--- src/rtl/nmo3_pkg.sv ---
// Package: shared types and constants for the nth-multiple search block.
`timescale 1ns / 1ps
package nmo3_pkg;
    localparam int IN_W  = 30;
    localparam int OUT_W = 31;

    typedef enum logic [8:0] {
        S_IDLE  = 9'b000000001,
        S_GCD   = 9'b000000010,
        S_GWAIT = 9'b000000100,
        S_QDIV  = 9'b000001000,
        S_QWAIT = 9'b000010000,
        S_MID   = 9'b000100000,
        S_CDIV  = 9'b001000000,
        S_CWAIT = 9'b010000000,
        S_DONE  = 9'b100000000
    } t_state;

    typedef struct packed {
        logic start;
    } t_div_ctrl;
endpackage

--- src/rtl/nmo3_div.sv ---
// Shared bit-serial restoring divider: quotient and remainder, one bit per cycle.
`timescale 1ns / 1ps
module nmo3_div import nmo3_pkg::*; #(
    parameter int W = 50
) (
    input  logic          i_clk,
    input  logic          i_rst_n,
    input  t_div_ctrl     i_ctrl,
    input  logic [W-1:0]  i_num,
    input  logic [W-1:0]  i_den,
    output logic          o_busy,
    output logic          o_done,
    output logic [W-1:0]  o_quo,
    output logic [W-1:0]  o_rem
);
    localparam int CW = $clog2(W + 1);
    logic [CW-1:0] r_cnt;
    logic          r_busy;
    logic          r_done;
    logic [W-1:0]  r_quo;
    logic [W-1:0]  r_rem;
    logic [W-1:0]  r_den;
    logic [W:0]    n_shift;
    logic [W:0]    n_diff;

    assign n_shift = {r_rem, r_quo[W-1]};
    assign n_diff  = n_shift - {1'b0, r_den};

    always_ff @(posedge i_clk) begin
        if (!i_rst_n) begin
            r_busy <= 1'b0;
            r_done <= 1'b0;
            r_cnt  <= '0;
        end else begin
            r_done <= 1'b0;
            if (i_ctrl.start) begin
                r_busy <= 1'b1;
                r_cnt  <= CW'(W);
                r_quo  <= i_num;
                r_rem  <= '0;
                r_den  <= i_den;
            end else if (r_busy) begin
                if (!n_diff[W]) begin
                    r_rem <= n_diff[W-1:0];
                    r_quo <= {r_quo[W-2:0], 1'b1};
                end else begin
                    r_rem <= n_shift[W-1:0];
                    r_quo <= {r_quo[W-2:0], 1'b0};
                end
                r_cnt <= r_cnt - 1'b1;
                if (r_cnt == CW'(1)) begin
                    r_busy <= 1'b0;
                    r_done <= 1'b1;
                end
            end
        end
    end

    assign o_busy = r_busy;
    assign o_done = r_done;
    assign o_quo  = r_quo;
    assign o_rem  = r_rem;
endmodule

--- src/rtl/nth_multiple_of_any_of_three.sv ---
// Top level: nth multiple of any of three periods, lcm setup and binary search.
//
// Usage: a request on the slave stream carries query_n and three periods
// (tdata, from bit 0: query_n, period_a, period_b, period_c; 120 bits).
// The result leaves on the master stream (tdata bit 0 up: nth_value).
// One request at a time: s_axis_tready is high only while idle.
// Operation: the four lcm steps run Euclid's gcd then a quotient on one
// shared bit-serial divider (W = SEARCH_BITS+19 bits); the search then
// runs at most SEARCH_BITS steps of seven divisions each.
// The result is held in an output register until taken; while the
// receiver stalls, the block holds it and accepts no new request.
// Reset clears the sequencer and output valid; the block is idle after.
`timescale 1ns / 1ps
module nth_multiple_of_any_of_three import nmo3_pkg::*; #(
    parameter int SEARCH_BITS = 31
) (
    input  logic          i_clk,
    input  logic          i_rst_n,
    input  logic          s_axis_tvalid,
    output logic          s_axis_tready,
    input  logic [119:0]  s_axis_tdata,   // query_n, period_a, period_b, period_c
    output logic          m_axis_tvalid,
    input  logic          m_axis_tready,
    output logic [31:0]   m_axis_tdata    // nth_value, zero pad
);
    localparam int SB = SEARCH_BITS;
    localparam int W  = SB + 19;
    localparam logic [W-1:0] CAP = W'(1) << SB;

    t_state        r_state;
    logic [W-1:0]  r_x, r_y;
    logic [W-1:0]  r_lcm [4];
    logic [W-1:0]  r_per [3];
    logic [1:0]    r_li;
    logic [2:0]    r_ti;
    logic [W-1:0]  r_lo, r_hi, r_mid, r_cnt;
    logic [IN_W-1:0] r_n;
    logic [OUT_W-1:0] r_res;
    logic          r_ov;
    t_div_ctrl     n_ctrl;
    logic [W-1:0]  n_num, n_den;
    logic          w_busy, w_done;
    logic [W-1:0]  w_quo, w_rem;
    logic [W-1:0]  w_pa, w_pb, w_pc;
    logic [W-1:0]  w_oa, w_ob;
    logic [W-1:0]  w_term;
    logic [2*SB-1:0] w_prod;

    nmo3_div #(.W(W)) u_div (
        .i_clk(i_clk), .i_rst_n(i_rst_n), .i_ctrl(n_ctrl),
        .i_num(n_num), .i_den(n_den), .o_busy(w_busy), .o_done(w_done),
        .o_quo(w_quo), .o_rem(w_rem)
    );

    function automatic logic [W-1:0] eff(input logic [IN_W-1:0] p);
        eff = (p == '0) ? CAP : W'(p);
    endfunction

    assign w_pa = eff(s_axis_tdata[59:30]);
    assign w_pb = eff(s_axis_tdata[89:60]);
    assign w_pc = eff(s_axis_tdata[119:90]);

    always_comb begin
        case (r_li)
            2'd0:    begin w_oa = r_per[0]; w_ob = r_per[1]; end
            2'd1:    begin w_oa = r_per[0]; w_ob = r_per[2]; end
            2'd2:    begin w_oa = r_per[1]; w_ob = r_per[2]; end
            default: begin w_oa = r_lcm[0]; w_ob = r_per[2]; end
        endcase
    end

    always_comb begin
        case (r_ti)
            3'd0:    w_term = r_per[0];
            3'd1:    w_term = r_per[1];
            3'd2:    w_term = r_per[2];
            3'd3:    w_term = r_lcm[3];
            3'd4:    w_term = r_lcm[0];
            3'd5:    w_term = r_lcm[1];
            default: w_term = r_lcm[2];
        endcase
    end

    assign w_prod = w_quo[SB-1:0] * w_ob[SB-1:0];

    always_comb begin
        n_ctrl.start = 1'b0;
        n_num = r_x;
        n_den = r_y;
        case (r_state)
            S_GCD: begin
                if (r_y != '0) n_ctrl.start = 1'b1;
            end
            S_QDIV: n_ctrl.start = 1'b1;
            S_CDIV: begin
                n_ctrl.start = 1'b1;
                n_num = r_mid;
                n_den = w_term;
            end
            default: n_ctrl.start = 1'b0;
        endcase
    end

    always_ff @(posedge i_clk) begin
        if (!i_rst_n) begin
            r_state <= S_IDLE;
            r_ov    <= 1'b0;
        end else begin
            case (r_state)
                S_IDLE: begin
                    if (s_axis_tvalid) begin
                        r_n      <= s_axis_tdata[29:0];
                        r_per[0] <= w_pa;
                        r_per[1] <= w_pb;
                        r_per[2] <= w_pc;
                        r_li     <= 2'd0;
                        r_state  <= S_GCD;
                        r_x      <= w_pa;
                        r_y      <= w_pb;
                    end
                end
                S_GCD: begin
                    if (w_oa >= CAP || w_ob >= CAP) begin
                        r_lcm[r_li] <= CAP;
                        if (r_li == 2'd3) begin
                            r_lo <= W'(1); r_hi <= CAP - W'(1);
                            r_state <= S_MID;
                        end else begin
                            r_li <= r_li + 2'd1;
                        end
                        r_x <= (r_li == 2'd0) ? r_per[0] :
                               (r_li == 2'd1) ? r_per[1] : CAP;
                        r_y <= r_per[2];
                    end else if (r_y == '0) begin
                        r_y <= r_x;
                        r_x <= w_oa;
                        r_state <= S_QDIV;
                    end else begin
                        r_state <= S_GWAIT;
                    end
                end
                S_GWAIT: begin
                    if (w_done) begin
                        r_x <= r_y;
                        r_y <= w_rem;
                        r_state <= S_GCD;
                    end
                end
                S_QDIV: r_state <= S_QWAIT;
                S_QWAIT: begin
                    if (w_done) begin
                        if (w_prod >= (2*SB)'(CAP)) r_lcm[r_li] <= CAP;
                        else r_lcm[r_li] <= W'(w_prod);
                        r_state <= S_GCD;
                        if (r_li == 2'd3) begin
                            r_lo <= W'(1); r_hi <= CAP - W'(1);
                            r_state <= S_MID;
                        end else begin
                            r_li <= r_li + 2'd1;
                            r_x <= (r_li == 2'd2) ? r_lcm[0] :
                                   (r_li == 2'd0) ? r_per[0] : r_per[1];
                            r_y <= r_per[2];
                        end
                        if (r_li == 2'd2 && r_lcm[0] >= CAP) r_x <= CAP;
                    end
                end
                S_MID: begin
                    if (r_lo < r_hi) begin
                        r_mid <= r_lo + ((r_hi - r_lo) >> 1);
                        r_cnt <= '0;
                        r_ti <= 3'd0;
                        r_state <= S_CDIV;
                    end else begin
                        r_res <= r_lo[OUT_W-1:0];
                        r_ov <= 1'b1;
                        r_state <= S_DONE;
                    end
                end
                S_CDIV: r_state <= S_CWAIT;
                S_CWAIT: begin
                    if (w_done) begin
                        if (r_ti < 3'd4) r_cnt <= r_cnt + w_quo;
                        else r_cnt <= r_cnt - w_quo;
                        if (r_ti == 3'd6) begin
                            r_state <= S_MID;
                            if ((r_cnt - w_quo) >= W'(r_n)) r_hi <= r_mid;
                            else r_lo <= r_mid + W'(1);
                        end else begin
                            r_ti <= r_ti + 3'd1;
                            r_state <= S_CDIV;
                        end
                    end
                end
                S_DONE: begin
                    if (m_axis_tready) begin
                        r_ov <= 1'b0;
                        r_state <= S_IDLE;
                    end
                end
                default: r_state <= S_IDLE;
            endcase
        end
    end

    assign s_axis_tready = (r_state == S_IDLE);
    assign m_axis_tvalid = r_ov;
    assign m_axis_tdata  = {1'b0, r_res};

`ifndef SYNTH
    a_ov_done: assert property (@(posedge i_clk) disable iff (!i_rst_n)
        r_ov |-> r_state == S_DONE) else $error("valid outside done");
    a_no_accept_busy: assert property (@(posedge i_clk) disable iff (!i_rst_n)
        w_busy |-> !s_axis_tready) else $error("ready while dividing");
    a_order: assert property (@(posedge i_clk) disable iff (!i_rst_n)
        (r_state == S_MID) |-> r_lo <= r_hi) else $error("search bounds crossed");
`endif
endmodule
--- config.mk ---
export PLATFORM = sky130hd
export DESIGN_NAME = nth_multiple_of_any_of_three
export DESIGN_NICKNAME = d
export VERILOG_FILES = /design/src/rtl/nmo3_pkg.sv /design/src/rtl/nmo3_div.sv /design/src/rtl/nth_multiple_of_any_of_three.sv
export SDC_FILE = /design/constraint.sdc
export NUM_CORES = 2
export LEC_CHECK = 0
export ABC_AREA = 1
export CAP_MARGIN = 25
export CORE_AREA = 2 2 385 540
export DETAILED_ROUTE_END_ITERATION = 7
export DIE_AREA = 0 0 387 542
export DONT_BUFFER_PORTS = 1
export PLACE_DENSITY = 0.61
export SYNTH_ARGS = -nofsm -noshare
export SYNTH_HDL_FRONTEND = slang
export SYNTH_SLANG_ARGS = --single-unit
--- constraint.sdc ---
create_clock -name i_clk -period 17.79 [get_ports i_clk]
set_clock_uncertainty 0.2 [all_clocks]
set_input_delay 1.779 -clock i_clk [delete_from_list [all_inputs] [get_ports i_clk]]
set_output_delay 1.779 -clock i_clk [all_outputs]
set_load 0.005 [all_outputs]
==> reports/metrics.cfg <==
[run_status]
status=complete, no violations

[yosys]
synth.distinct_cells=72
synth_seq_area_share_pct=28.8
synthTopCellsByArea=edfxtp_1 (28%), fa_1 (19%), nand2_1 (10%)
syn_avg_cell_area_sq_um=8.03
async_reset_ff_share_pct=0
yosysMostFrequentCell=nand2_1
ys_ff_latch=827
synth_ff_type=edfxtp_1
synth_top_area_share_pct=28.4
syn_area_sq_um=85700
postSynthCellCount=10662
synth_warnings=0
synth_common_cells=nand2_1 (2290), inv_1 (1950), nor2_1 (1313)
synth-edff-count=809
yosys.area.top_type=edfxtp_1

[floorplan]
rows=197
die_x_um=387
num_io_pins=158
core_area_sq_um=205000
start_util_pct=41.8
dieArea_sq_um=210000
die_h_um=542

[timing]
timing.final.crit_share_pct=62.4
fmax_mhz=90.1
worstMarginPinSlew_ns=1.19
tns_ns=0
hold_violations=0
post-route-min-period_ns=11.09
drv_slew=0
rsz0062_at_grt=no
slew_headroom_pct=20.0
setup_violations=0

[clock_network]
cts_resized=0
post-cts-setup-buffers=0
worstSkewPairLatency_ns=0.72
htree_num_levels=3
ctsLongestPathBuffers=3
clockRootBuffer=clkbuf_16
cts.clk_slew.worst_paths_ns=0.06
hold_buffers=0
cts_tree=done
cts_num_sinks=827
cts_buffers=83

[route]
via_count=74996
firstDrtPassIters=7
dr.first_iter.drc_count=6698
antenna_left=0
vias_per_cell=5.64
wl_mm=360
route.detailed.drc=0
wl_per_cell_um=27.1

[worst_setup_path]
cp-end-kind=flip-flop
arrival_ns=11.32
worstPathRequired_ns=18.02
crit_fanout=63
crit_slowest_cell=buf_4
startpoint_type=flip-flop
critPathKind=flip-flop to flip-flop
critical-path-max-stage-delay_ns=0.61

[placed_design]
io_buffers=0
hpwl_mm=294
placed_cells=13102
gp_congestion=1.04

[global_routing]
grt_max_degree=100
grt_usage_pct=34.1
first_global_vias=77094
antenna_found_initial=24
grt_overflow_total=0
grt_first_pass_wirelength_mm=520

[cells_and_area]
layout-drive-gt1-share_pct=4.59
nNetsFinal=12010
fin_cells=13298
area_delta_synth_final_pct=7.15

[job]
max-cap-violations=0

[min_path]
min_path_type=flip-flop to flip-flop

==> sequential cells by signal (all words and copies together), names as in the netlist, 2 cells and up <==
register,count
r_lcm,200
r_per,93
r_cnt,50
r_hi,50
r_lo,50
r_mid,50
r_x,50
r_y,50
u_div.o_quo,50
u_div.o_rem,50
u_div.r_den,50
r_res,31
r_n,30
r_state,9
u_div.r_cnt,6
r_ti,3
r_li,2
==> logic make-up (layout without fill, tap and decap cells) <==
kind of cell | count (synthesis) | after routing | share of synthesized area [%]
adder cells (fa/ha/maj) | 1380 | 1380 | 27.3
flip-flops | 827 | 827 | 28.8
AND/OR/NAND/NOR | 4282 | 4282 | 20.6
XOR/XNOR | 179 | 179 | 1.83
AO/OA/AOI/OAI | 1512 | 1512 | 10.5
other | 1 | 108 | 0.00438
buffers and inverters | 2481 | 2324 | 11.0
==> metrics by stage <==
step	utilization [%]	hold WS [ns]	setup WS, ns	cell area [sq um]
after CTS	44.7	0.303	6.71	91600
after global placement	43.3	0.275	6.69	88600
after global routing	44.8	0.326	6.22	91700
after detailed placement	43.3	0.294	6.73	88700
final	44.8	0.302	6.70	91800
after floorplan	-	0.257	9.31	85900
==> cell type report <==
cell class / instances / area, sq um
fillers: 20406 / 113000
diodes: 35 / 87.6
well taps: 2686 / 3360
clock inverters: 62 / 719
clock buffers: 94 / 2150
flip-flops and latches: 827 / 24700
inverters: 2021 / 7590
multi-input cells: 7426 / 52000
repair buffers: 147 / 1210
==> cells in the final DEF, fill, tap and decap left out, drive strengths merged, types with 25 or more instances in the layout <==
| master | n |
|---|---|
| nand3b | 25 |
| a41oi | 38 |
| ha | 566 |
| fa | 814 |
| a21o | 39 |
| xor2 | 116 |
| clkbuf | 94 |
| o22ai | 64 |
| diode | 35 |
| clkinv | 62 |
| o21ai | 493 |
| buf | 147 |
| a221oi | 33 |
| xnor2 | 63 |
| nand2 | 2309 |
| nor3 | 139 |
| a21oi | 512 |
| o21bai | 37 |
| conb | 73 |
| o2111ai | 34 |
| nor2 | 1345 |
| nand3 | 261 |
| o211ai | 99 |
| a31oi | 43 |
| nand4 | 97 |
| edfxtp | 809 |
| nor4 | 74 |
| inv | 2003 |
==> worst max-delay path: cells and delay by family, from the launching register on <==
family | cells | cell delay (ns)
adders and majority gates | 9 | 4.35
and+or+nand+nor | 15 | 2.46
buffers and inverters | 8 | 2.43
AOI/OAI and AO/OA | 3 | 0.80
DFF | 1 | 0.47
==> worst paths after layout <==
kind | from | end | slack [ns] | cells after the start
hold / removal | u_div.r_cnt[0] | u_div.r_cnt[0] | 0.30 | 2
hold reg to reg | u_div.r_cnt[0] | u_div.r_cnt[0] | 0.30 | 2
setup / recovery | r_li[0] | r_lcm[1][31] | 6.70 | 35
setup reg to reg | r_li[0] | r_lcm[1][31] | 6.70 | 35
==> layer usage <==
layer / vias to the layer above / share of wire (%) / track usage (%)
met3: 1159 / 7.2 / 5.45
met1: 36684 / 34 / 36.6
li1: 33632 / - / -
met4: 14 / 10 / 28.3
met2: 3507 / 48 / 59.0
met5: - / 0.036 / 0
Power is not shown: default switching activity piles up to over one toggle a cycle in this logic, so the estimate is an artifact.
